===== src/wrts_pkg.sv =====
// Shared types and constants for the weekly relay time switch.
`default_nettype none

package wrts_pkg;

    localparam int unsigned DAYS_PER_WEEK = 7;
    localparam logic [5:0] LAST_MINUTE = 6'd59;
    localparam logic [6:0] MINUTES_PER_HOUR = 7'd60;
    localparam logic [4:0] LAST_HOUR = 5'd23;
    localparam logic [5:0] MAX_RUN = 6'd60;
    localparam logic [2:0] SUNDAY = 3'd7;
    localparam logic [2:0] MONDAY = 3'd1;

    typedef logic [2:0] day_t;
    typedef logic [4:0] hour_t;
    typedef logic [5:0] minute_t;
    typedef logic [6:0] mask_t;

    typedef enum logic [1:0] {
        KIND_TICK   = 2'd0,
        KIND_SWITCH = 2'd1,
        KIND_MODE   = 2'd2
    } kind_t;

    typedef enum logic [1:0] {
        CFG_START_HOUR   = 2'd0,
        CFG_START_MINUTE = 2'd1,
        CFG_DAY_MASK     = 2'd2,
        CFG_RUN_MINUTES  = 2'd3
    } cfg_index_t;

    typedef struct packed {
        logic    found;
        day_t    start_day;
        day_t    stop_day;
        hour_t   stop_hour;
        minute_t stop_minute;
    } sched_t;

endpackage

`default_nettype wire


===== src/wrts_sched.sv =====
// Next start search over the week and stop time derivation.
`default_nettype none

module wrts_sched (
    input  wire wrts_pkg::day_t    weekday,
    input  wire wrts_pkg::hour_t   hour,
    input  wire wrts_pkg::minute_t minute,
    input  wire wrts_pkg::hour_t   start_hour,
    input  wire wrts_pkg::minute_t start_minute,
    input  wire wrts_pkg::minute_t run_minutes,
    input  wire wrts_pkg::mask_t   day_mask,
    output wrts_pkg::sched_t       sched
);
    import wrts_pkg::*;

    logic [7:0] cand;
    day_t       cand_day [8];
    logic [3:0] day_sum  [8];
    day_t       pick_day;
    logic       today_open;
    logic [6:0] stop_sum;
    minute_t    stop_min;

    assign today_open = (hour < start_hour) || (hour == start_hour && minute <= start_minute);

    // rotate through today and the next seven days
    always_comb
    begin
        for (int i = 0; i < 8; i++)
        begin
            day_sum[i] = {1'b0, weekday} + 4'(i);
            if (day_sum[i] > 4'(DAYS_PER_WEEK))
            begin
                day_sum[i] = day_sum[i] - 4'(DAYS_PER_WEEK);
            end
            cand_day[i] = day_sum[i][2:0];
            cand[i] = day_mask[3'(cand_day[i] - MONDAY)];
        end
        cand[0] = cand[0] && today_open;
    end

    // take the earliest candidate
    always_comb
    begin
        pick_day = SUNDAY;
        for (int i = 7; i >= 0; i--)
        begin
            if (cand[i])
            begin
                pick_day = cand_day[i];
            end
        end
    end

    assign stop_sum = {1'b0, start_minute} + {1'b0, run_minutes};
    assign stop_min = 6'(stop_sum - MINUTES_PER_HOUR);

    always_comb
    begin
        sched.found = |cand;
        sched.start_day = pick_day;
        if (stop_sum <= {1'b0, LAST_MINUTE})
        begin
            sched.stop_minute = stop_sum[5:0];
            sched.stop_hour = start_hour;
            sched.stop_day = pick_day;
        end
        else if (start_hour >= LAST_HOUR)
        begin
            sched.stop_minute = stop_min;
            sched.stop_hour = '0;
            sched.stop_day = (pick_day >= SUNDAY) ? MONDAY : 3'(pick_day + 3'd1);
        end
        else
        begin
            sched.stop_minute = stop_min;
            sched.stop_hour = 5'(start_hour + 5'd1);
            sched.stop_day = pick_day;
        end
    end

endmodule

`default_nettype wire


===== src/weekly_relay_time_switch_top.sv =====
// Top level of the weekly relay time switch: registers, state update and handshakes.
//
//   channel | direction | handshake            | payload
//   in      | input     | in_valid / in_stall  | kind weekday hour minute switch_value mode_value
//   out     | output    | out_valid / out_stall| relay_drive auto_mode schedule_empty next_* fields
//   cfg     | input     | cfg_we               | cfg_index cfg_wdata
//
// An item passes from input to result through the input register, then the result register.
// Unless stalled, one item is accepted per cycle; the state update is one pass of logic between them.
// Reset clears valids and sets schedule state and config registers; payload registers are not reset.
// A held result stalls the input register only, which still accepts while empty.
`default_nettype none

module weekly_relay_time_switch_top (
    input  wire                    clk,
    input  wire                    rst_n,
    input  wire                    in_valid,
    output logic                   in_stall,
    input  wire [1:0]              kind,
    input  wire wrts_pkg::day_t    weekday,
    input  wire wrts_pkg::hour_t   hour,
    input  wire wrts_pkg::minute_t minute,
    input  wire                    switch_value,
    input  wire                    mode_value,
    output logic                   out_valid,
    input  wire                    out_stall,
    output logic                   relay_drive,
    output logic                   auto_mode,
    output logic                   schedule_empty,
    output wrts_pkg::day_t         next_start_day,
    output wrts_pkg::day_t         next_stop_day,
    output wrts_pkg::hour_t        next_stop_hour,
    output wrts_pkg::minute_t      next_stop_minute,
    input  wire                    cfg_we,
    input  wire [1:0]              cfg_index,
    input  wire [6:0]              cfg_wdata
);
    import wrts_pkg::*;

    hour_t   start_hour_reg;
    minute_t start_minute_reg;
    mask_t   day_mask_reg;
    minute_t run_minutes_reg;

    logic    in_valid_reg;
    logic [1:0] kind_reg;
    day_t    weekday_reg;
    hour_t   hour_reg;
    minute_t minute_reg;
    logic    switch_reg;
    logic    mode_reg;

    logic    relay_reg, relay_next;
    logic    auto_reg, auto_next;
    logic    pending_reg, pending_next;
    logic    active_reg, active_next;
    logic    empty_reg, empty_next;
    day_t    start_day_reg, start_day_next;
    day_t    stop_day_reg, stop_day_next;
    hour_t   stop_hour_reg, stop_hour_next;
    minute_t stop_minute_reg, stop_minute_next;

    logic    out_valid_reg;
    logic    advance;
    logic    process;
    day_t    wd;
    hour_t   sh;
    minute_t sm;
    minute_t rm;
    logic    at_start;
    logic    at_stop;
    sched_t  sched;

    assign advance  = !out_valid_reg || !out_stall;
    assign process  = in_valid_reg && advance;
    assign in_stall = in_valid_reg && !advance;

    assign wd = (weekday_reg == 3'd0) ? SUNDAY : weekday_reg;
    assign sh = (start_hour_reg > LAST_HOUR) ? LAST_HOUR : start_hour_reg;
    assign sm = (start_minute_reg > LAST_MINUTE) ? LAST_MINUTE : start_minute_reg;
    assign rm = (run_minutes_reg > MAX_RUN) ? MAX_RUN : run_minutes_reg;

    wrts_sched u_sched (
        .weekday      (wd),
        .hour         (hour_reg),
        .minute       (minute_reg),
        .start_hour   (sh),
        .start_minute (sm),
        .run_minutes  (rm),
        .day_mask     (day_mask_reg),
        .sched        (sched)
    );

    always_comb
    begin
        relay_next       = relay_reg;
        auto_next        = auto_reg;
        pending_next     = pending_reg;
        active_next      = active_reg;
        empty_next       = empty_reg;
        start_day_next   = start_day_reg;
        stop_day_next    = stop_day_reg;
        stop_hour_next   = stop_hour_reg;
        stop_minute_next = stop_minute_reg;
        at_start         = 1'b0;
        at_stop          = 1'b0;
        case (kind_reg)
            KIND_TICK:
            begin
                if (auto_reg)
                begin
                    if (pending_reg)
                    begin
                        active_next  = 1'b0;
                        pending_next = 1'b0;
                        empty_next   = !sched.found;
                        if (sched.found)
                        begin
                            start_day_next   = sched.start_day;
                            stop_day_next    = sched.stop_day;
                            stop_hour_next   = sched.stop_hour;
                            stop_minute_next = sched.stop_minute;
                        end
                    end
                    at_start = (wd == start_day_next) && (hour_reg == sh) && (minute_reg == sm);
                    at_stop  = (wd == stop_day_next) && (hour_reg == stop_hour_next)
                               && (minute_reg == stop_minute_next);
                    if (!empty_next)
                    begin
                        if (at_start && !active_next)
                        begin
                            relay_next  = 1'b1;
                            active_next = 1'b1;
                        end
                        else if (at_stop && active_next)
                        begin
                            relay_next   = 1'b0;
                            active_next  = 1'b0;
                            pending_next = 1'b1;
                        end
                    end
                end
            end
            KIND_SWITCH:
            begin
                auto_next    = 1'b0;
                pending_next = 1'b1;
                relay_next   = switch_reg;
            end
            KIND_MODE:
            begin
                auto_next = mode_reg;
                if (mode_reg)
                begin
                    pending_next = 1'b1;
                end
            end
            default:
            begin
                relay_next = relay_reg;
            end
        endcase
    end

    always_ff @(posedge clk or negedge rst_n)
    begin
        if (!rst_n)
        begin
            start_hour_reg   <= 5'd10;
            start_minute_reg <= 6'd0;
            day_mask_reg     <= 7'd127;
            run_minutes_reg  <= 6'd1;
            in_valid_reg     <= 1'b0;
            out_valid_reg    <= 1'b0;
            relay_reg        <= 1'b0;
            auto_reg         <= 1'b1;
            pending_reg      <= 1'b1;
            active_reg       <= 1'b0;
            empty_reg        <= 1'b0;
            start_day_reg    <= SUNDAY;
            stop_day_reg     <= SUNDAY;
            stop_hour_reg    <= 5'd10;
            stop_minute_reg  <= 6'd1;
        end
        else
        begin
            if (!in_stall)
            begin
                in_valid_reg <= in_valid;
            end
            if (advance)
            begin
                out_valid_reg <= in_valid_reg;
            end
            if (process)
            begin
                relay_reg       <= relay_next;
                auto_reg        <= auto_next;
                active_reg      <= active_next;
                empty_reg       <= empty_next;
                start_day_reg   <= start_day_next;
                stop_day_reg    <= stop_day_next;
                stop_hour_reg   <= stop_hour_next;
                stop_minute_reg <= stop_minute_next;
            end
            if (cfg_we)
            begin
                pending_reg <= 1'b1;
            end
            else if (process)
            begin
                pending_reg <= pending_next;
            end
            if (cfg_we)
            begin
                case (cfg_index)
                    CFG_START_HOUR:   start_hour_reg   <= cfg_wdata[4:0];
                    CFG_START_MINUTE: start_minute_reg <= cfg_wdata[5:0];
                    CFG_DAY_MASK:     day_mask_reg     <= cfg_wdata;
                    CFG_RUN_MINUTES:  run_minutes_reg  <= cfg_wdata[5:0];
                    default:          run_minutes_reg  <= run_minutes_reg;
                endcase
            end
        end
    end

    // capture the item and the result payload
    always_ff @(posedge clk)
    begin
        if (!in_stall && in_valid)
        begin
            kind_reg    <= kind;
            weekday_reg <= weekday;
            hour_reg    <= hour;
            minute_reg  <= minute;
            switch_reg  <= switch_value;
            mode_reg    <= mode_value;
        end
        if (process)
        begin
            relay_drive      <= relay_next;
            auto_mode        <= auto_next;
            schedule_empty   <= empty_next;
            next_start_day   <= start_day_next;
            next_stop_day    <= stop_day_next;
            next_stop_hour   <= stop_hour_next;
            next_stop_minute <= stop_minute_next;
        end
    end

    assign out_valid = out_valid_reg;

endmodule

`default_nettype wire

===== config.mk =====
export PLATFORM = sky130hd
export DESIGN_NAME = weekly_relay_time_switch_top
export DESIGN_NICKNAME = d
export VERILOG_FILES = /design/src/wrts_pkg.sv /design/src/wrts_sched.sv /design/src/weekly_relay_time_switch_top.sv
export SDC_FILE = /design/constraint.sdc
export NUM_CORES = 1
export LEC_CHECK = 0
export ABC_AREA = 1
export BUFFER_PORTS_ARGS = -buffer_cell sky130_fd_sc_hd__buf_2
export CAP_MARGIN = 10
export CORE_UTILIZATION = 45
export DETAILED_ROUTE_END_ITERATION = 8
export PLACE_DENSITY_LB_ADDON = 0.25
export SLEW_MARGIN = 10
export SYNTH_ARGS = -nofsm -noshare
export SYNTH_HDL_FRONTEND = slang
export SYNTH_SLANG_ARGS = --single-unit

===== constraint.sdc =====
create_clock -name clk -period 6.8 [get_ports clk]
set_input_delay 0.68 -clock clk [delete_from_list [all_inputs] [get_ports clk]]
set_output_delay 0.68 -clock clk [all_outputs]
set_load 0.05 [all_outputs]

Yosys cells after proc, flatten, opt, wreduce, memory -nomap -nowiden
Cells that the tools add are included.

Word-level logic and storage cells: 211. Output and inout port bits: 22. Input bits: 32. Register bits: 86.

Reductions and logical operators: 31. Muxes and demuxes: 88. Order comparisons: 24. $add $sub $neg: 27. Eq/ne operators: 13.

Operator list (number): 3-bit 2-to-1 mux (30); 6-bit 2-to-1 mux (8); 5-bit 2-to-1 mux (7); 3-bit by 4-bit < comparator with 1-bit output, second input constant (8); 1-bit 2-to-1 mux (30); 4-bit by 3-bit greater-than comparator with 1-bit output, second input constant (7); 14-bit 2-to-1 mux (2); 1-bit binary-select mux with 3-bit select (8); 3-bit by 1-bit subtractor with 3-bit output, second input constant (8); 3-bit subtractor, second input constant (8); 3-bit by 3-bit adder with 4-bit output, second input constant (4); 6-bit == test (2); 6-bit greater-than comparator, second input constant (2); 1-bit logical AND (11); 5-bit == test (2); 3-bit by 2-bit adder with 4-bit output, second input constant (2); 2-bit AND reduction (4); 8-bit OR reduction (1); 6-bit by 6-bit adder with 7-bit output (1); 7-bit by 6-bit <= comparator with 1-bit output, second input constant (1); 2-bit == test, second input constant (3); 3-bit == test (2); 6-bit <= comparator (1); 1-bit zero test (6); 20 further kinds (25).

Depth between registers and ports, before layout
Gate-level depths: netlist of the first run.

Word-level depth: 35. Gate-level depth with buffers: 42. Mapped depth without buffers: 41.

Modules after synthesis
A second synthesis of the first run with hierarchy kept.

Cells, all modules: 979. Area, all modules: 6800.3 um^2.

Modules (own cells, without submodules): weekly_relay_time_switch_top (instances 1, cells an instance 527, area each 4322.9 um^2); wrts_sched (instances 1, cells an instance 452, area each 2477.4 um^2).

Least setup slack after synthesis of the first run
OpenSTA, ideal clock, no wires.

Path kind: register -> register. Start: register weekday_reg[0]. End: register relay_drive, data pin. Cell stages (with the launch flop): 40. Clock period less this slack: 4775 ps. Path buffers: 1. Setup slack: 2025 ps. Setup time: 262 ps. Arrival: 4513 ps. Cells stage by stage: edfxtp_1 > inv_2 > buf_6 > ha_1 > nand2_8 > nand2_1 > inv_1 > ha_1 > inv_1 > nand2_1 > nand2_2 > ha_1 > inv_1 > nand2_1 > nor2_1 > nor2_1 > nand2_1 > nand3_1 > [4 not listed] > nand2_1 > nand2_1 > nand2_1 > nand2_1 > ha_1 > ha_1 > nand2_1 > nor2_1 > nand3_1 > nand2_1 > nand2_1 > nand2_1 > nor2_2 > nand3_1 > nand2_1 > nand2_1 > nand2_1 > nand2_1.

Word-level cells in the longest chain between the ends: 33. Elaborated cells on any way between the ends: 107. Classes of those cells: add/sub: 24; order compare: 9; eq/ne: 4; mux: 60; reduce/logical: 10.

Ends and longest elaborated chain: start: declaration (RTL line weekly_relay_time_switch_top.sv:47) `day_t weekday_reg;`; start signal: assignment (RTL line weekly_relay_time_switch_top.sv:233) `weekday_reg <= weekday;`; 3-bit zero test (RTL line weekly_relay_time_switch_top.sv:78) `assign wd = (weekday_reg == 3'd0) ? SUNDAY : weekday_reg;`; 3-bit 2-to-1 mux (*) (RTL line weekly_relay_time_switch_top.sv:78); 3-bit by 3-bit adder with 4-bit output (RTL line wrts_sched.sv:31) `day_sum[i] = {1'b0, weekday} + 4'(i);`; 4-bit by 3-bit greater-than comparator with 1-bit output or 3-bit subtractor (tied branches) (RTL line wrts_sched.sv:32, wrts_sched.sv:34); 3-bit 2-to-1 mux (RTL line wrts_sched.sv:32) `if (day_sum[i] > 4'(DAYS_PER_WEEK))`; 3-bit by 1-bit subtractor with 3-bit output (RTL line wrts_sched.sv:37) `cand[i] = day_mask[3'(cand_day[i] - MONDAY)];`; 1-bit binary-select mux with 3-bit select (RTL line wrts_sched.sv:37); 1-bit 2-to-1 mux (not written as such) (RTL line wrts_sched.sv:37); [18 not listed]; 1-bit logical AND (RTL line weekly_relay_time_switch_top.sv:127) `&& (minute_reg == stop_minute_next);`; 1-bit logical AND (RTL line weekly_relay_time_switch_top.sv:135) `else if (at_stop && active_next)`; 1-bit 2-to-1 mux (RTL line weekly_relay_time_switch_top.sv:135); 1-bit 2-to-1 mux (RTL line weekly_relay_time_switch_top.sv:130) `if (at_start && !active_next)`; 1-bit 2-to-1 mux (*) (RTL line weekly_relay_time_switch_top.sv:128) `if (!empty_next)`; 1-bit 2-to-1 mux (*) (RTL line weekly_relay_time_switch_top.sv:110) `if (auto_reg)`; 1-bit one-hot mux with 2 select lines (*) (RTL line weekly_relay_time_switch_top.sv:107) `case (kind_reg)`; named net relay_next (RTL line weekly_relay_time_switch_top.sv:53) `logic relay_reg, relay_next;`; end signal: assignment (RTL line weekly_relay_time_switch_top.sv:241) `relay_drive <= relay_next;`; end: declaration (RTL line weekly_relay_time_switch_top.sv:27) `output logic relay_drive,`.

The timed path passes the listed nets; every way through them passes the cells marked *. The select of a mux whose other input is x is not followed. A chain may end at the register's enable or synchronous reset.

Final worst setup path of the first run
Same ends and word-level chain as after synthesis.

==> reports/qor.yml, run 1 <==
hold_class: "input pin to async pin"
max-vdd-ir-drop_v: 0.000298
area_delta_synth_final_pct: 10.7
grt_antenna_before_repair: 0
post-synth-top-area-cell: "edfxtp_1"
cts_setup_buffers: 0
fin_util_pct: 51.7
numCtsBuffers: 9
syn_nets: 991
synthArstFlopShare_pct: 55.8
use_met1_pct: 30.5
io_pins: 54
worst_pin_slew_ps: 772
slew_violations: 0
met2_usage_pct: 38.7
multi_input_area_um2: 3570
maxCapViolCount: 0
fin_crit_ps: 5480
place_hpwl_um: 12500
antenna_cells: 0
leakage_nw: 3.79
syn_area_um2: 6580
setup_viol_count_final: 0
crit_arrival_ps: 5580
core_area_um2: 14100
ys_seq_area_share_pct: 36.0
place.gp.congestion: 0.900
synth-seq-cells: 86
busiest_layer: "met2"
yosysMostFrequentCell: "nand2_1"
nFillCells: 1400
grtUsageMet3_pct: 3.92
power_density_nw_per_um2: 335
fin_crit_sh_pct: 80.6
grt_pass1_wl_um: 27000
clk_path_buf_depth: 2
synth_edf_count: 38
netlist_instances: 920
port_buffers: 53
die_area_um2: 15100
crit_required_ps: 6900
critPathLaunchType: "register"
rsz0062_at_grt: "no"
start_util_pct: 46.7
chipWidth_um: 123
drive_above_1_share_pct: 14.4
seq_area_um2: 2370
outcome: "finished clean"
synth_top_area_share_pct: 17.3
postCtsHoldBufs: 0
yosysWarnings: 0
route.detailed.drc: 0
critPathMaxStageDelay_ps: 500
fmax_mhz: 182
slowest_stage: "edfxtp_1"
grt_overflow: 0
cts_resized: 0
first_pass_iters: 6
tns_ps: 0
synth_ff_type: "edfxtp_1"
cts_tree: "yes"
largest_reg_flops: 7
synth_cell_types: 44
grt_usage_pct: 23.3
h-tree-depth: 3
num_vias: 5944
cp-end-kind: "register"
maxSlewHeadroom_pct: 48.4
cp_common_cell: "nand2_1"
finalClockSkew_ps: 10.8
synth_area_leaders: "edfxtp_1 17%, nand2_1 16%, dfrtp_1 10%, dfstp_2 8.4%, inv_1 7.6%"
clockRootBuffer: "clkbuf_16"
floorplan.rows: 43
grt_pass1_vias: 5562
wire_per_inst_um: 13.9
die_y_um: 123
viasPerCell: 5.17
wl_um: 16000
crit_path_max_fanout: 12
drt_iter0_markers: 470
grt_max_degree: 49
crit_type: "register to register"
clkTransAtPathRegs_ps: 70
layout.nets: 1036
ys_top_cells_by_count: "288 x nand2_1, 133 x inv_1, 85 x nand3_1"
ant_nets: 0
hold_viol: 0
cts.sinks: 86
synth.avg_cell_area_um2: 7.15
insertion_delay_ps: 360
-- worst max-delay path: cells and delay by family (launching register included) --
| family | cells | cell delay [ps] |
|---|---|---|
| AND/OR/NAND/NOR | 26 | 2360 |
| adder cells (fa/ha/maj) | 4 | 1260 |
| buffers and inverters | 4 | 750 |
| flip-flops | 1 | 500 |
| AO/OA/AOI/OAI | 2 | 340 |
-- final cells by class --
cell class / count / share of cell area [%]
clock inverter: 7 / 1.06
sequential: 86 / 32.5
multi-input combinational: 673 / 49.0
inverter: 138 / 7.20
timing repair buffer: 57 / 4.05
clock buffer: 9 / 3.09
tap: 180 / 3.09
-- kinds of logic (layout without fill, tap and decap cells) --
| family | after synthesis | count (layout) | synth area share (%) |
|---|---|---|---|
| compound gates | 128 | 128 | 10.6 |
| xor+xnor | 10 | 10 | 1.33 |
| fa+ha+maj | 39 | 39 | 7.53 |
| buf+inv | 161 | 211 | 9.78 |
| flops | 86 | 86 | 36.0 |
| mux | 1 | 1 | 0.171 |
| simple gates | 495 | 495 | 34.6 |
-- power breakdown --
group	switching [mW]	internal, mW
clock	0.219	0.290
sequential	0.0817	0.710
combinational	0.775	0.366
total	1.07	1.37
-- placed cells by master, fill, tap and decap left out, drive strengths merged, types with 6 or more instances in the layout --
master / n
nand3b: 11
dfstp: 21
a21oi: 35
inv: 140
xor2: 8
nor2: 57
o21ai: 80
buf: 57
edfxtp: 38
nand3: 92
clkbuf: 9
nand4: 13
ha: 38
o211ai: 6
nand2: 310
dfrtp: 27
-- worst paths after layout --
check	start	to	slack (ps)	cells after the start
setup / recovery	weekday_reg[0]$_DFFE_PP_	relay_drive$_DFFE_PP_	1320	36
hold / removal	rst_n	out_valid$_DFFE_PN0N_	420	2
setup reg to reg	weekday_reg[0]$_DFFE_PP_	relay_drive$_DFFE_PP_	1320	36
hold reg to reg	in_valid_reg$_DFFE_PN0N_	out_valid$_DFFE_PN0N_	470	2
max in group asynchronous	rst_n	start_minute_reg[3]$_DFFE_PN0P_	5940	2
min in group clk	in_valid_reg$_DFFE_PN0N_	out_valid$_DFFE_PN0N_	470	2
-- per-layer routing --
metal	share of wire, %	vias up	wire length (um)
met3	4.5	25	723
met2	47	120	7600
met1	46	2719	7340
met5	0	-	0
li1	-	3080	-
met4	2.2	0	358
-- metrics by stage --
stage	area [um^2]	hold slack [ps]	cells	power, mW	setup WS [ps]
after floorplan	6580	384	920	1.68	2020
after global placement	6980	456	1134	1.93	1410
after detailed placement	6980	460	1134	1.94	1360
after CTS	7290	446	1150	2.45	1340
after global routing	7290	482	1150	2.65	778
final	7290	423	1150	2.44	1320
Note: power is estimated with default switching activity, not from simulation.
==> run 2, diff against run 1 <==
==> constraint.sdc (replaced) <==
create_clock -name clk -period 5.6 [get_ports clk]
set_input_delay 0.56 -clock clk [delete_from_list [all_inputs] [get_ports clk]]
set_output_delay 0.56 -clock clk [all_outputs]
set_load 0.05 [all_outputs]
==> reports/qor.yml, run 2 (synthesis gave the netlist of run 1 again) <==
outcome: "finished clean"
hold_viol: 0  # unchanged
wire_per_inst_um: 14.0  # +0.49%
cp_common_cell: "nand2_1"
whs_ps: 312  # -111 ps
maxSlewHeadroom_pct: 43.4  # -5.0 points
route.detailed.drc: 0  # unchanged
worst_pin_slew_ps: 848  # +75.3 ps
chipWidth_um: 123  # unchanged
leakage_nw: 3.78  # -0.34%
cts.sinks: 86  # unchanged
maxCapViolCount: 0  # unchanged
clk_path_buf_depth: 2  # unchanged
postCtsHoldBufs: 0  # unchanged
crit_arrival_ps: 5140  # -440 ps
ant_nets: 0  # unchanged
final_cell_mix: "287 x nand2_1, 133 x inv_1, 85 x nand3_1"
cts_tree: "yes"
largest_reg_flops: 7  # unchanged
antenna_cells: 0  # unchanged
grt_antenna_before_repair: 0  # unchanged
crit_path_max_fanout: 11  # -1
place.gp.congestion: 0.899  # about the same
finalClockSkew_ps: 11.7  # +0.925 ps
clockRootBuffer: "clkbuf_16"
die_area_um2: 15100  # unchanged
grt_pass1_vias: 5358  # -3.7%
cp-end-kind: "register"
area_delta_synth_final_pct: 10.6
insertion_delay_ps: 360  # about the same
layout.nets: 1038  # +0.19%
tns_ps: 0  # unchanged
fin_crit_ps: 5040  # -439 ps
start_util_pct: 46.7  # unchanged
fmax_mhz: 198  # +8.7%
grt_max_degree: 49  # unchanged
rsz0062_at_grt: "no"
layout_commonest_cell: "nand2_1"
hold_class: "input pin to async pin"
core_area_um2: 14100  # unchanged
first_pass_iters: 5  # -1
critPathMaxStageDelay_ps: 430  # -70 ps
die_y_um: 123  # unchanged
crit_type: "register to register"
place_hpwl_um: 12500  # -0.71%
setup_viol_count_final: 0  # unchanged
critPathLaunchType: "register"
fin_crit_sh_pct: 90.0  # +9.4 points
met1Wirelength_um: 7640  # +4.1%
viasPerCell: 5.13  # -0.71%
port_buffers: 53  # unchanged
io_pins: 54  # unchanged
slowest_stage: "edfxtp_1"
wl_um: 16100  # +0.66%
drive_above_1_share_pct: 14.5  # +0.073 points
max-vdd-ir-drop_v: 0.000261  # -13%
grt_pass1_wl_um: 25800  # -4.5%
slew_violations: 0  # unchanged
crit_required_ps: 5700  # -1200 ps
wl_met3_um: 559  # -23%
wl_met2_um: 7680  # +1.1%
power_density_nw_per_um2: 400  # +19%
nFillCells: 1443  # +3.1%
grt_overflow: 0  # unchanged
clkTransAtPathRegs_ps: 70  # about the same
grt_usage_pct: 22.3  # -1.0 points
num_vias: 5912  # -0.54%
numCtsBuffers: 9  # unchanged
drt_iter0_markers: 448  # -4.7%
highest_layer: "met4"
floorplan.rows: 43  # unchanged
h-tree-depth: 3  # unchanged
-- run 2: changes by cell type in the layout (fill, tap and decap cells not counted) --
cell / change
buf_4: +2
bufinv_16: -1
clkinv_1: +3
clkinv_2: -2
clkinvlp_4: +1
ha_1: -1
ha_2: +1
inv_6: -1
nand2_1: -1
nand2_2: +1
-- run 2: area by class of cell --
type / instances / area, um^2 / share of cell area (%)
inverter: 138 / 524 / 7.21
clock inverter: 7 / 47.5 / 0.653
sequential: 86 / 2370 / 32.6
multi-input combinational: 673 / 3570 / 49.1
clock buffer: 9 / 225 / 3.10
tap: 180 / 225 / 3.10
timing repair buffer: 59 / 310 / 4.26
-- run 2: routing by layer --
layer	up-vias	GRT usage [%]
li1	3077	-
met1	2706	29.0
met2	107	37.7
met3	22	4.52
met4	0	5.34
met5	-	0
-- run 2: where the power goes --
group	switching (mW)	internal (mW)	total [mW]	leakage (nW)
clock	0.261	0.302	0.563	0.131
combinational	0.941	0.446	1.39	2.72
sequential	0.100	0.862	0.963	0.920
-- run 2: worst paths after layout --
| path | start | endpoint | slack (ps) | depth (start not counted) |
|---|---|---|---|---|
| min | rst_n | out_valid$_DFFE_PN0N_ | 310 | 2 |
| min reg2reg | in_valid_reg$_DFFE_PN0N_ | out_valid$_DFFE_PN0N_ | 470 | 2 |
| max reg2reg | weekday_reg[1]$_DFFE_PP_ | relay_drive$_DFFE_PP_ | 560 | 35 |
| min in group clk | kind[1] | kind_reg[1]$_DFFE_PP_ | 380 | 1 |
| max | weekday_reg[1]$_DFFE_PP_ | relay_drive$_DFFE_PP_ | 560 | 35 |
| max in group asynchronous | rst_n | start_minute_reg[2]$_DFFE_PN0P_ | 4850 | 2 |
-- run 2: metrics by stage --
stage / total power, mW / worst slack (ps) / utilization, % / area [um^2] / std cells
after detailed placement: 2.35 / 391 / 49.5 / 6980 / 1134
after CTS: 2.93 / 349 / 51.5 / 7260 / 1150
after floorplan: 2.04 / 825 / - / 6580 / 920
after global placement: 2.33 / 474 / 49.5 / 6980 / 1134
final: 2.91 / 558 / 51.6 / 7280 / 1152
after global routing: 3.16 / 66.3 / 51.6 / 7280 / 1152
-- run 2: timing repair --
item,4_1_cts,5_1_grt
buffers inserted,0,2
gates resized for setup,0,2
setup endpoints to repair,0,2
-- run 2: critical path: cells and delay by family (launching register included) --
family / cells / cell delay (ps)
adder cells (fa/ha/maj): 5 / 1400
buffers and inverters: 3 / 430
AND/OR/NAND/NOR: 25 / 1910
AO/OA/AOI/OAI: 2 / 610
flip-flops: 1 / 430
==> run 3, diff against run 2 <==
--- a/config.mk
+++ b/config.mk
@@ -10,6 +10,7 @@
 export CAP_MARGIN = 10
 export CORE_UTILIZATION = 45
 export DETAILED_ROUTE_END_ITERATION = 8
+export MAX_ROUTING_LAYER = met4
 export PLACE_DENSITY_LB_ADDON = 0.25
 export SLEW_MARGIN = 10
 export SYNTH_ARGS = -nofsm -noshare
==> reports/qor.yml, run 3 (synthesis gave the netlist of run 1 again) <==
outcome: "finished clean"
cts_tree: "yes"
seq_area_um2: 2370  # unchanged
critPathLaunchType: "register"
grt_overflow: 0  # unchanged
clkTransAtPathRegs_ps: 70  # about the same
worst_slack_ps: 557  # -1.13 ps
viasPerCell: 5.16  # +0.53%
slew_violations: 0  # unchanged
multi_input_area_um2: 3570  # unchanged
numCtsBuffers: 9  # unchanged
grt_antenna_before_repair: 0  # unchanged
postCtsHoldBufs: 0  # unchanged
place.gp.congestion: 0.956  # +6.3%
rsz0062_at_grt: "no"
slowest_stage: "edfxtp_1"
worst_pin_slew_ps: 881  # +33.4 ps
die_area_um2: 15100  # unchanged
grt_pass1_wl_um: 26300  # +2.0%
chipWidth_um: 123  # unchanged
max-vdd-ir-drop_v: 0.000242  # -7.4%
crit_path_max_fanout: 11  # unchanged
fin_crit_ps: 5040  # +1.13 ps
largest_reg_flops: 7  # unchanged
cts.sinks: 86  # unchanged
route.detailed.drc: 0  # unchanged
clockRootBuffer: "clkbuf_16"
crit_arrival_ps: 5140  # about the same
internal_power_mw: 1.65  # +2.5%
port_buffers: 53  # unchanged
met1Wirelength_um: 7480  # -2.1%
h-tree-depth: 3  # unchanged
layout.nets: 1036  # -0.19%
maxCapViolCount: 0  # unchanged
fmax_mhz: 198  # about the same
insertion_delay_ps: 360  # about the same
die_y_um: 123  # unchanged
wl_um: 16000  # -0.94%
pwr-share-seq_pct: 32.8  # -0.2 points
ant_nets: 0  # unchanged
grt_usage_pct: 23.4  # +1.2 points
final_cell_mix: "287 x nand2_1, 133 x inv_1, 85 x nand3_1"
highest_layer: "met4"
fin_crit_sh_pct: 90.1  # about the same
switching_share_pct: 43.9  # -0.82 points
power_density_nw_per_um2: 404  # +1.0%
hold_viol: 0  # unchanged
io_pins: 54  # unchanged
floorplan.rows: 43  # unchanged
layout_commonest_cell: "nand2_1"
p_comb_share_pct: 47.0  # -0.6 points
crit_type: "register to register"
tns_ps: 0  # unchanged
hold_class: "input pin to async pin"
wl_met2_um: 7500  # -2.4%
cp-end-kind: "register"
critPathMaxStageDelay_ps: 420  # about the same
num_vias: 5928  # +0.27%
area_delta_synth_final_pct: 10.6  # unchanged
first_pass_iters: 5  # unchanged
place_hpwl_um: 12400  # -0.19%
grt_max_degree: 49  # unchanged
antenna_cells: 0  # unchanged
clockPowerShare_pct: 20.2  # +0.9 points
core_area_um2: 14100  # unchanged
clk_path_buf_depth: 2  # unchanged
drt_iter0_markers: 499  # +11%
wl_met3_um: 654  # +17%
p_sw_mw: 1.29  # -0.85%
drive_above_1_share_pct: 14.4  # -0.058 points
grt_pass1_vias: 5480  # +2.3%
crit_required_ps: 5700  # about the same
start_util_pct: 46.7  # unchanged
post-place-ws_ps: 366  # -25.6 ps
finalClockSkew_ps: 9.91  # -1.81 ps
leakage_nw: 3.77  # -0.15%
setup_viol_count_final: 0  # unchanged
maxSlewHeadroom_pct: 41.1  # -2.3 points
wire_per_inst_um: 13.9  # -0.68%
nFillCells: 1446  # +0.21%
cp_common_cell: "nand2_1"
run 3: per-stage QoR:
| step | instances | total power [mW] | util, % | instance area [um^2] | hold WS (ps) |
|---|---|---|---|---|---|
| global placement | 1134 | 2.33 | 49.5 | 6980 | 458 |
| finish | 1149 | 2.94 | 51.6 | 7280 | 297 |
| floorplan | 920 | 2.04 | - | 6580 | 264 |
| CTS | 1149 | 2.95 | 51.6 | 7270 | 324 |
| global route | 1149 | 3.19 | 51.6 | 7280 | 366 |
| detailed placement | 1134 | 2.34 | 49.5 | 6980 | 473 |
run 3: layout make-up:
| type | instances | share of cell area (%) |
|---|---|---|
| multi-input combinational | 673 | 49.1 |
| clock buffer | 10 | 3.15 |
| sequential | 86 | 32.6 |
| inverter | 138 | 7.21 |
| timing repair buffer | 57 | 4.06 |
| tap | 180 | 3.10 |
| clock inverter | 5 | 0.808 |
run 3: repair_timing:
item	in CTS	in global routing
setup buffers	0	0
setup endpoints to repair	0	2
resized for setup	0	2
run 3: metal layers:
metal | vias to the layer above | GRT usage, %
li1 | 3073 | -
met1 | 2701 | 29.9
met2 | 127 | 37.7
met3 | 27 | 3.78
met4 | 0 | 8.00
met5 | - | -
run 3: worst paths after layout:
| kind | from | endpoint | slack (ps) | depth (start not counted) |
|---|---|---|---|---|
| setup / recovery | weekday_reg[1]$_DFFE_PP_ | relay_drive$_DFFE_PP_ | 560 | 37 |
| hold / removal | rst_n | out_valid$_DFFE_PN0N_ | 300 | 2 |
| setup reg to reg | weekday_reg[1]$_DFFE_PP_ | relay_drive$_DFFE_PP_ | 560 | 37 |
| hold reg to reg | in_valid_reg$_DFFE_PN0N_ | out_valid$_DFFE_PN0N_ | 480 | 2 |
| max in group asynchronous | rst_n | run_minutes_reg[1]$_DFFE_PN0P_ | 4860 | 2 |
| min in group clk | kind[1] | kind_reg[1]$_DFFE_PP_ | 380 | 1 |
run 3: power by group through the flow:
stage                     clock [mW]  combinational (mW)  sequential, mW
after floorplan                    0               0.974            1.07
after global placement             0                1.36           0.970
after detailed placement           0                1.37           0.972
after CTS                      0.609                1.38           0.964
after global routing           0.629                1.58           0.979
final                          0.595                1.38           0.964
run 3: worst max-delay path: cells and delay by family (launching register included):
| kind | cells | cell delay (ps) |
|---|---|---|
| compound gates | 1 | 230 |
| flops | 1 | 420 |
| simple gates | 27 | 2200 |
| buf+inv | 4 | 620 |
| fa+ha+maj | 5 | 1320 |
